## src/bli_pkg.sv

```systemverilog
// Shared types and constants for the battery level interpolator.
// Holds the two fixed charge curves, the controller state type and the
// command/status structs. No dependencies.
package bli_pkg;

  localparam int CURVE_POINTS = 21;
  localparam int IDX_W        = $clog2(CURVE_POINTS);
  localparam int VOLT_W       = 16;
  localparam int PCT_W        = 7;
  localparam int NUM_W        = VOLT_W + 3;  // holds 5 * (v - lo)
  localparam int QUOT_W       = 3;           // quotient 0..5

  localparam logic [IDX_W-1:0]  IDX_FIRST  = IDX_W'(1);
  localparam logic [IDX_W-1:0]  IDX_LAST   = IDX_W'(CURVE_POINTS - 1);
  localparam logic [IDX_W-1:0]  IDX_SRCH_MAX = IDX_W'(CURVE_POINTS - 1);
  localparam logic [QUOT_W-1:0] QUOT_MAX   = QUOT_W'(5);
  localparam logic [PCT_W-1:0]  PCT_EMPTY  = PCT_W'(0);
  localparam logic [PCT_W-1:0]  PCT_FULL   = PCT_W'(100);

  typedef enum logic [2:0] {
    ST_IDLE,
    ST_CHECK,
    ST_SEARCH,
    ST_DIVIDE,
    ST_FINISH
  } bli_state_t;

  typedef struct packed {
    logic load;         // capture the input item
    logic init_search;  // start segment search at point 1
    logic step_search;  // advance to next point
    logic init_div;     // set up numerator and span
    logic step_div;     // one subtract step
    logic set_zero;     // result 0 percent
    logic set_full;     // result 100 percent
    logic set_interp;   // result from segment and quotient
    logic load_out;     // move result to output register
  } bli_cmd_t;

  typedef struct packed {
    logic le_first;     // sample at or below first point
    logic ge_last;      // sample at or above last point
    logic search_done;  // current point is the segment end
    logic div_done;     // quotient complete
  } bli_sts_t;

  // Curve voltages in 0.1 mV, points at 0, 5, ... 100 percent.
  function automatic logic [VOLT_W-1:0] curve_point(input logic fly,
                                                    input logic [IDX_W-1:0] idx);
    logic [VOLT_W-1:0] p;
    p = '0;
    if (!fly) begin
      case (idx)
        5'd0:  p = 16'd32700;
        5'd1:  p = 16'd36100;
        5'd2:  p = 16'd36900;
        5'd3:  p = 16'd37100;
        5'd4:  p = 16'd37300;
        5'd5:  p = 16'd37500;
        5'd6:  p = 16'd37700;
        5'd7:  p = 16'd37900;
        5'd8:  p = 16'd38000;
        5'd9:  p = 16'd38200;
        5'd10: p = 16'd38400;
        5'd11: p = 16'd38500;
        5'd12: p = 16'd38700;
        5'd13: p = 16'd39100;
        5'd14: p = 16'd39500;
        5'd15: p = 16'd39800;
        5'd16: p = 16'd40200;
        5'd17: p = 16'd40800;
        5'd18: p = 16'd41100;
        5'd19: p = 16'd41500;
        5'd20: p = 16'd42000;
        default: p = 16'd42000;
      endcase
    end else begin
      case (idx)
        5'd0:  p = 16'd24000;
        5'd1:  p = 16'd29357;
        5'd2:  p = 16'd32400;
        5'd3:  p = 16'd32650;
        5'd4:  p = 16'd32800;
        5'd5:  p = 16'd32900;
        5'd6:  p = 16'd33000;
        5'd7:  p = 16'd33500;
        5'd8:  p = 16'd33667;
        5'd9:  p = 16'd33900;
        5'd10: p = 16'd33971;
        5'd11: p = 16'd34075;
        5'd12: p = 16'd34200;
        5'd13: p = 16'd34580;
        5'd14: p = 16'd34767;
        5'd15: p = 16'd34933;
        5'd16: p = 16'd35375;
        5'd17: p = 16'd36125;
        5'd18: p = 16'd36750;
        5'd19: p = 16'd37375;
        5'd20: p = 16'd38000;
        default: p = 16'd38000;
      endcase
    end
    return p;
  endfunction

endpackage

```

## src/bli_in_if.sv

```systemverilog
// Input channel: one voltage sample and curve select per item.
// Depends on bli_pkg for field widths.
interface bli_in_if;
  logic                        valid;
  logic                        ready;
  logic [bli_pkg::VOLT_W-1:0]  battery_voltage;
  logic                        in_flight;

  modport source (output valid, output battery_voltage, output in_flight, input ready);
  modport sink   (input valid, input battery_voltage, input in_flight, output ready);
endinterface

```

## src/bli_out_if.sv

```systemverilog
// Result channel: one charge level per item.
// Depends on bli_pkg for field widths.
interface bli_out_if;
  logic                       valid;
  logic                       ready;
  logic [bli_pkg::PCT_W-1:0]  battery_percent;

  modport source (output valid, output battery_percent, input ready);
  modport sink   (input valid, input battery_percent, output ready);
endinterface

```

## src/bli_datapath.sv

```systemverilog
// Datapath: sample registers, segment search index, repeated-subtract
// divider and output payload register. Uses bli_pkg.
module bli_datapath (
  input  logic                        clk,
  input  logic [bli_pkg::VOLT_W-1:0]  in_voltage,
  input  logic                        in_fly,
  input  bli_pkg::bli_cmd_t           cmd,
  output bli_pkg::bli_sts_t           sts,
  output logic [bli_pkg::PCT_W-1:0]   out_pct
);

  logic [bli_pkg::VOLT_W-1:0] volt_r;
  logic                       fly_r;
  logic [bli_pkg::IDX_W-1:0]  idx_r;
  logic [bli_pkg::NUM_W-1:0]  num_r;
  logic [bli_pkg::VOLT_W-1:0] span_r;
  logic [bli_pkg::QUOT_W-1:0] quot_r;
  logic [bli_pkg::PCT_W-1:0]  res_r;
  logic [bli_pkg::PCT_W-1:0]  out_pct_r;

  logic [bli_pkg::VOLT_W-1:0] p_first, p_last, p_cur, p_prev;
  logic [bli_pkg::VOLT_W-1:0] diff;
  logic [bli_pkg::NUM_W-1:0]  diff_x5;
  logic [bli_pkg::NUM_W-1:0]  span_ext;
  logic [bli_pkg::PCT_W-1:0]  seg_base;
  logic [bli_pkg::PCT_W-1:0]  seg_x5;
  logic [bli_pkg::QUOT_W-1:0] quot_eff;

  assign p_first = bli_pkg::curve_point(fly_r, '0);
  assign p_last  = bli_pkg::curve_point(fly_r, bli_pkg::IDX_LAST);
  assign p_cur   = bli_pkg::curve_point(fly_r, idx_r);
  assign p_prev  = bli_pkg::curve_point(fly_r, idx_r - bli_pkg::IDX_W'(1));

  assign diff     = volt_r - p_prev;
  assign diff_x5  = bli_pkg::NUM_W'({diff, 2'b00}) + bli_pkg::NUM_W'(diff);
  assign span_ext = bli_pkg::NUM_W'(span_r);

  // 5 * (idx - 1) + quotient; a zero-width segment counts as a full step
  assign seg_base = bli_pkg::PCT_W'(idx_r - bli_pkg::IDX_W'(1));
  assign seg_x5   = {seg_base[bli_pkg::PCT_W-3:0], 2'b00} + seg_base;
  assign quot_eff = (span_r == '0) ? bli_pkg::QUOT_MAX : quot_r;

  assign sts.le_first    = (volt_r <= p_first);
  assign sts.ge_last     = (volt_r >= p_last);
  assign sts.search_done = (idx_r == bli_pkg::IDX_SRCH_MAX) || (p_cur >= volt_r);
  assign sts.div_done    = (span_r == '0) || (num_r < span_ext) ||
                           (quot_r == bli_pkg::QUOT_MAX);

  always_ff @(posedge clk) begin
    if (cmd.load) begin
      volt_r <= in_voltage;
      fly_r  <= in_fly;
    end
    if (cmd.init_search) begin
      idx_r <= bli_pkg::IDX_FIRST;
    end else if (cmd.step_search) begin
      idx_r <= idx_r + bli_pkg::IDX_W'(1);
    end
    if (cmd.init_div) begin
      num_r  <= diff_x5;
      span_r <= p_cur - p_prev;
      quot_r <= '0;
    end else if (cmd.step_div) begin
      num_r  <= num_r - span_ext;
      quot_r <= quot_r + bli_pkg::QUOT_W'(1);
    end
    if (cmd.set_zero) begin
      res_r <= bli_pkg::PCT_EMPTY;
    end else if (cmd.set_full) begin
      res_r <= bli_pkg::PCT_FULL;
    end else if (cmd.set_interp) begin
      res_r <= seg_x5 + bli_pkg::PCT_W'(quot_eff);
    end
    if (cmd.load_out) begin
      out_pct_r <= res_r;
    end
  end

  assign out_pct = out_pct_r;

endmodule

```

## src/bli_ctrl.sv

```systemverilog
// Controller: sequences range check, segment search and divide for one
// item, and owns the output valid flag. Uses bli_pkg.
module bli_ctrl (
  input  logic               clk,
  input  logic               rst_n,
  input  logic               in_valid,
  output logic               in_ready,
  output logic               out_valid,
  input  logic               out_ready,
  input  bli_pkg::bli_sts_t  sts,
  output bli_pkg::bli_cmd_t  cmd
);

  bli_pkg::bli_state_t state_r, state_nxt;
  logic                out_valid_r, out_valid_nxt;
  logic                out_free;

  assign out_free = !out_valid_r || out_ready;

  always_ff @(posedge clk) begin
    if (!rst_n) begin
      state_r     <= bli_pkg::ST_IDLE;
      out_valid_r <= 1'b0;
    end else begin
      state_r     <= state_nxt;
      out_valid_r <= out_valid_nxt;
    end
  end

  always_comb begin
    state_nxt     = state_r;
    cmd           = '0;
    in_ready      = 1'b0;
    out_valid_nxt = out_valid_r && !out_ready;
    case (state_r)
      bli_pkg::ST_IDLE: begin
        in_ready = 1'b1;
        if (in_valid) begin
          cmd.load  = 1'b1;
          state_nxt = bli_pkg::ST_CHECK;
        end
      end
      bli_pkg::ST_CHECK: begin
        if (sts.le_first) begin
          cmd.set_zero = 1'b1;
          state_nxt    = bli_pkg::ST_FINISH;
        end else if (sts.ge_last) begin
          cmd.set_full = 1'b1;
          state_nxt    = bli_pkg::ST_FINISH;
        end else begin
          cmd.init_search = 1'b1;
          state_nxt       = bli_pkg::ST_SEARCH;
        end
      end
      bli_pkg::ST_SEARCH: begin
        if (sts.search_done) begin
          cmd.init_div = 1'b1;
          state_nxt    = bli_pkg::ST_DIVIDE;
        end else begin
          cmd.step_search = 1'b1;
        end
      end
      bli_pkg::ST_DIVIDE: begin
        if (sts.div_done) begin
          cmd.set_interp = 1'b1;
          state_nxt      = bli_pkg::ST_FINISH;
        end else begin
          cmd.step_div = 1'b1;
        end
      end
      bli_pkg::ST_FINISH: begin
        if (out_free) begin
          cmd.load_out  = 1'b1;
          out_valid_nxt = 1'b1;
          state_nxt     = bli_pkg::ST_IDLE;
        end
      end
      default: begin
        state_nxt = bli_pkg::ST_IDLE;
      end
    endcase
  end

  assign out_valid = out_valid_r;

endmodule

```

## src/battery_level_interpolator_top.sv

```systemverilog
// Top level of the battery level interpolator.
// Depends on bli_pkg, bli_in_if, bli_out_if, bli_ctrl and bli_datapath.
//
// Usage:
//   in_ch  (valid/ready) carries one item: a 16-bit voltage sample in
//          0.1 mV units and an in_flight bit that picks the flying curve
//          (1) or the resting curve (0).
//   out_ch (valid/ready) returns one item per input: the charge level,
//          0..100 percent, truncated to whole percent.
// Sequence (one item at a time):
//   A sample at or outside the curve ends: range check, then output load.
//   Inside: range check, linear search, repeated-subtract divide, output
//   load. The search length sets the worst case.
//   in_ch.ready rises the cycle after the result is loaded; a new item is
//   taken only once the last result has been moved to the output register.
// Reset (rst_n low, synchronous): controller returns to idle and the
//   output register is emptied; nothing else is kept between items.
// Stall: a waiting result sits in the output register while the next item
//   is accepted and processed; its result waits in the final state.
module battery_level_interpolator_top (
  input  logic         clk,
  input  logic         rst_n,
  bli_in_if.sink       in_ch,
  bli_out_if.source    out_ch
);

  bli_pkg::bli_cmd_t cmd;
  bli_pkg::bli_sts_t sts;

  // sequencing: range check, search, divide, output handoff
  bli_ctrl u_ctrl (
    .clk       (clk),
    .rst_n     (rst_n),
    .in_valid  (in_ch.valid),
    .in_ready  (in_ch.ready),
    .out_valid (out_ch.valid),
    .out_ready (out_ch.ready),
    .sts       (sts),
    .cmd       (cmd)
  );

  // curve tables, index, divider and output payload
  bli_datapath u_dp (
    .clk        (clk),
    .in_voltage (in_ch.battery_voltage),
    .in_fly     (in_ch.in_flight),
    .cmd        (cmd),
    .sts        (sts),
    .out_pct    (out_ch.battery_percent)
  );

endmodule
```

## src/flat_wrapper.sv

```systemverilog
// flat-port wrapper written by rule: the top's interface ports become plain ports
module battery_level_interpolator_top_flat 
  (clk, rst_n, in_ch_valid, in_ch_battery_voltage, in_ch_in_flight, in_ch_ready, out_ch_valid, out_ch_battery_percent, out_ch_ready);
  bli_in_if in_ch_i ();
  bli_out_if out_ch_i ();
  input  logic clk;
  input  logic rst_n;
  input wire logic [$bits(in_ch_i.valid)-1:0] in_ch_valid;
  input wire logic [$bits(in_ch_i.battery_voltage)-1:0] in_ch_battery_voltage;
  input wire logic [$bits(in_ch_i.in_flight)-1:0] in_ch_in_flight;
  output wire logic [$bits(in_ch_i.ready)-1:0] in_ch_ready;
  output wire logic [$bits(out_ch_i.valid)-1:0] out_ch_valid;
  output wire logic [$bits(out_ch_i.battery_percent)-1:0] out_ch_battery_percent;
  input wire logic [$bits(out_ch_i.ready)-1:0] out_ch_ready;
  assign in_ch_i.valid = in_ch_valid;
  assign in_ch_i.battery_voltage = in_ch_battery_voltage;
  assign in_ch_i.in_flight = in_ch_in_flight;
  assign in_ch_ready = in_ch_i.ready;
  assign out_ch_valid = out_ch_i.valid;
  assign out_ch_battery_percent = out_ch_i.battery_percent;
  assign out_ch_i.ready = out_ch_ready;
  battery_level_interpolator_top u_core (.clk(clk), .rst_n(rst_n), .in_ch(in_ch_i), .out_ch(out_ch_i));
endmodule
```

## config.mk

```make
export PLATFORM = sky130hd
export DESIGN_NAME = battery_level_interpolator_top_flat
export DESIGN_NICKNAME = d
export VERILOG_FILES = /design/src/bli_pkg.sv /design/src/bli_in_if.sv /design/src/bli_out_if.sv /design/src/bli_datapath.sv /design/src/bli_ctrl.sv /design/src/battery_level_interpolator_top.sv /design/src/flat_wrapper.sv
export SDC_FILE = /design/constraint.sdc
export NUM_CORES = 1
export LEC_CHECK = 0
export ABC_AREA = 1
export BUFFER_PORTS_ARGS = -buffer_cell sky130_fd_sc_hd__buf_2
export CORE_ASPECT_RATIO = 0.9
export CORE_UTILIZATION = 50
export CTS_BUF_LIST = sky130_fd_sc_hd__clkbuf_16
export DETAILED_ROUTE_END_ITERATION = 16
export PLACE_DENSITY = 0.66
export RECOVER_POWER = 100
export SYNTH_ARGS = -nofsm -noshare
export SYNTH_HDL_FRONTEND = slang
export SYNTH_HIERARCHICAL = 1
export SYNTH_SLANG_ARGS = --single-unit
```

## constraint.sdc

```tcl
create_clock -name clk -period 6.7 [get_ports clk]
set_clock_uncertainty 0.15 [all_clocks]
set_input_delay 1.34 -clock clk [delete_from_list [all_inputs] [get_ports clk]]
set_output_delay 1.34 -clock clk [all_outputs]
set_load 0.01 [all_outputs]
```

==> reports/metrics.csv <==
metric,value,unit
avgSynthCellArea,7.25,sq um
hold_path.class,register to register,
maxCapViolCount,0,
cts_buffers,9,
hold_viol_final,0,
die_w,148,microns
wl_met2,11.0,mm
critPathSlowestCell,ha_2,
port_buffers,29,
setup.worst_path.end_class,register,
cts-htree-levels,3,
async_flop_share,0,
grt_overflow,0,
ys_types,57,
ys.warnings.count,6,
nNetsFinal,1483,
period_share,0.930,
std_cell_rows,47,
drtAntennaViolNets,0,
ios,30,
netlist_instances,1323,
setup_tns,0,ns
highest_layer,met4,
vias_per_cell,5.46,
instances_no_fill,1596,
die_h,133,microns
antenna_found_initial,0,
ctsHoldBuffers,0,
numClockSinks,108,
met3_length,1.47,mm
syn-num-nets,1460,
cts_setup_buffers,0,
drt_wl_total,24.9,mm
rsz0062_at_grt,false,
grt_pass1_wl,40.7,mm
max_freq,160,MHz
core_area,18600,sq um
cts.clk_slew.worst_paths,0.07,ns
crit_type,register to register,
syn_to_final_growth,6.51,%
yosysTopAreaCell,edfxtp_1,
reg2reg_from,u_core/u_dp/idx_r[0]$_SDFFE_PP1P_,
routed-via-count,8717,
worst_r2r_path_depth,32,
cts_buffer_depth,2,
n_antenna_cell,0,
setup.worst_path.start_class,register,
worst_slew_pin_slew,1.45,ns
critPathMostFrequentCell,nand2_1,
wl_met1,11.8,mm
cts_resized,0,
drive_above_1_share,0.0896,
relSlewSlack,0.0333,
crit_start,u_core/u_dp/idx_r[0]$_SDFFE_PP1P_,
drt_iter0_drc,688,
die_area,19700,sq um
synthTopCellsByArea,"edfxtp_1 18%, ha_1 14%, nand2_1 11%",
synth_edf_count,59,
worstPathMaxFanout,14,
dp_hpwl,20.0,mm
arrival,6.18,ns
ys_seq_elements,108,
setup_violations,0,
tritoncts,built,
track_usage,0.263,
grt_max_degree,42,
nFillCells,1824,
synth_area,9590,sq um
drv_slew,0,
yosysTopAreaCellShare,0.185,
cpPeakStageDelay,0.50,ns
synth_ff_type,edfxtp_1,
min_period,6.23,ns
drt-wirelength-per-cell,15.6,microns
first_pass_iters,6,
drc,0,
placed_cells,1580,
yosysSeqAreaShare,0.287,
clkLatencyLatePin,0.36,ns
crit_required,6.65,ns
layout_commonest_cell,nand2_1,
grt_pass1_vias,8011,
regToRegEndpoint,u_core/u_dp/num_r[17]$_DFFE_PP_,
outcome,completed,
final_cell_mix,"288 x nand2_1, 187 x inv_1, 115 x nor2_1",
r2r_slack,0.47,ns
clockRootBuffer,clkbuf_16,
gp_congestion,0.956,
start_util,0.516,
crit_end,u_core/u_dp/num_r[17]$_DFFE_PP_,
==> per-layer routing <==
metal,track usage,vias up
met5,0,-
met4,0.0893,0
met3,0.0346,49
met2,0.418,283
met1,0.367,3921
li1,-,4464
==> per-stage QoR <==
stage	instance area [sq um]	setup WS, ns	util	hold WS [ns]
4_1_cts	10300	0.401	0.552	0.292
3_3_place_gp	9990	0.590	0.538	0.268
6_report	10200	0.467	0.550	0.289
2_1_floorplan	9590	1.24	-	0.259
3_5_place_dp	9990	0.430	0.538	0.274
5_1_grt	10200	0.0622	0.550	0.307
==> synth_stat cells, drive strengths merged (8+ instances only) <==
| master | count |
|---|---|
| ha | 110 |
| a31oi | 9 |
| o211ai | 11 |
| nand4 | 18 |
| xor2 | 26 |
| nand2 | 327 |
| nor3 | 18 |
| o21ai | 91 |
| nand3 | 82 |
| inv | 191 |
| buf | 10 |
| edfxtp | 59 |
| clkbuf | 16 |
| xnor2 | 10 |
| nor2 | 123 |
| or2 | 8 |
| dfxtp | 49 |
| a21oi | 102 |
==> worst min path at each step <==
| stage | depth (start not counted) | slack (ns) | from | endpoint |
|---|---|---|---|---|
| floorplan | 0 | 0.26 | u_core/u_dp/res_r[5]$_SDFFE_PP0P_ | u_core/u_dp/out_pct[5]$_DFFE_PP_ |
| global placement | 0 | 0.27 | u_core/u_dp/res_r[5]$_SDFFE_PP0P_ | u_core/u_dp/out_pct[5]$_DFFE_PP_ |
| detailed placement | 0 | 0.27 | u_core/u_dp/res_r[1]$_SDFFE_PP0P_ | u_core/u_dp/out_pct[1]$_DFFE_PP_ |
| CTS | 0 | 0.29 | u_core/u_dp/res_r[6]$_SDFFE_PP0P_ | u_core/u_dp/out_pct[6]$_DFFE_PP_ |
| global route | 0 | 0.31 | u_core/u_dp/res_r[6]$_SDFFE_PP0P_ | u_core/u_dp/out_pct[6]$_DFFE_PP_ |
| finish | 0 | 0.29 | u_core/u_dp/res_r[6]$_SDFFE_PP0P_ | u_core/u_dp/out_pct[6]$_DFFE_PP_ |
==> worst max-delay path: cells and delay by family (launching register included) <==
family,cells,cell delay [ns]
compound gates,4,0.77
xor+xnor,1,0.19
fa+ha+maj,5,1.90
buf+inv,4,0.54
flops,1,0.41
simple gates,18,2.01
==> area by class of cell <==
type                    instances  area, sq um  share of cell area
clock buffers                   9          225              0.0220
well taps                     245          307              0.0300
multi-input cells             996         5960               0.584
repair buffers                 38          196              0.0192
inverters                     193          724              0.0709
flip-flops and latches        108         2750               0.269
clock inverters                 7         48.8             0.00478
==> cell families after synthesis <==
logic type	synth area share
compound gates	0.150
xor+xnor	0.0337
fa+ha+maj	0.156
buf+inv	0.0888
flops	0.287
simple gates	0.285
Power is left out: the tool's default activity adds up to more than one toggle a clock period on the data nets, which glitch-free logic cannot reach.
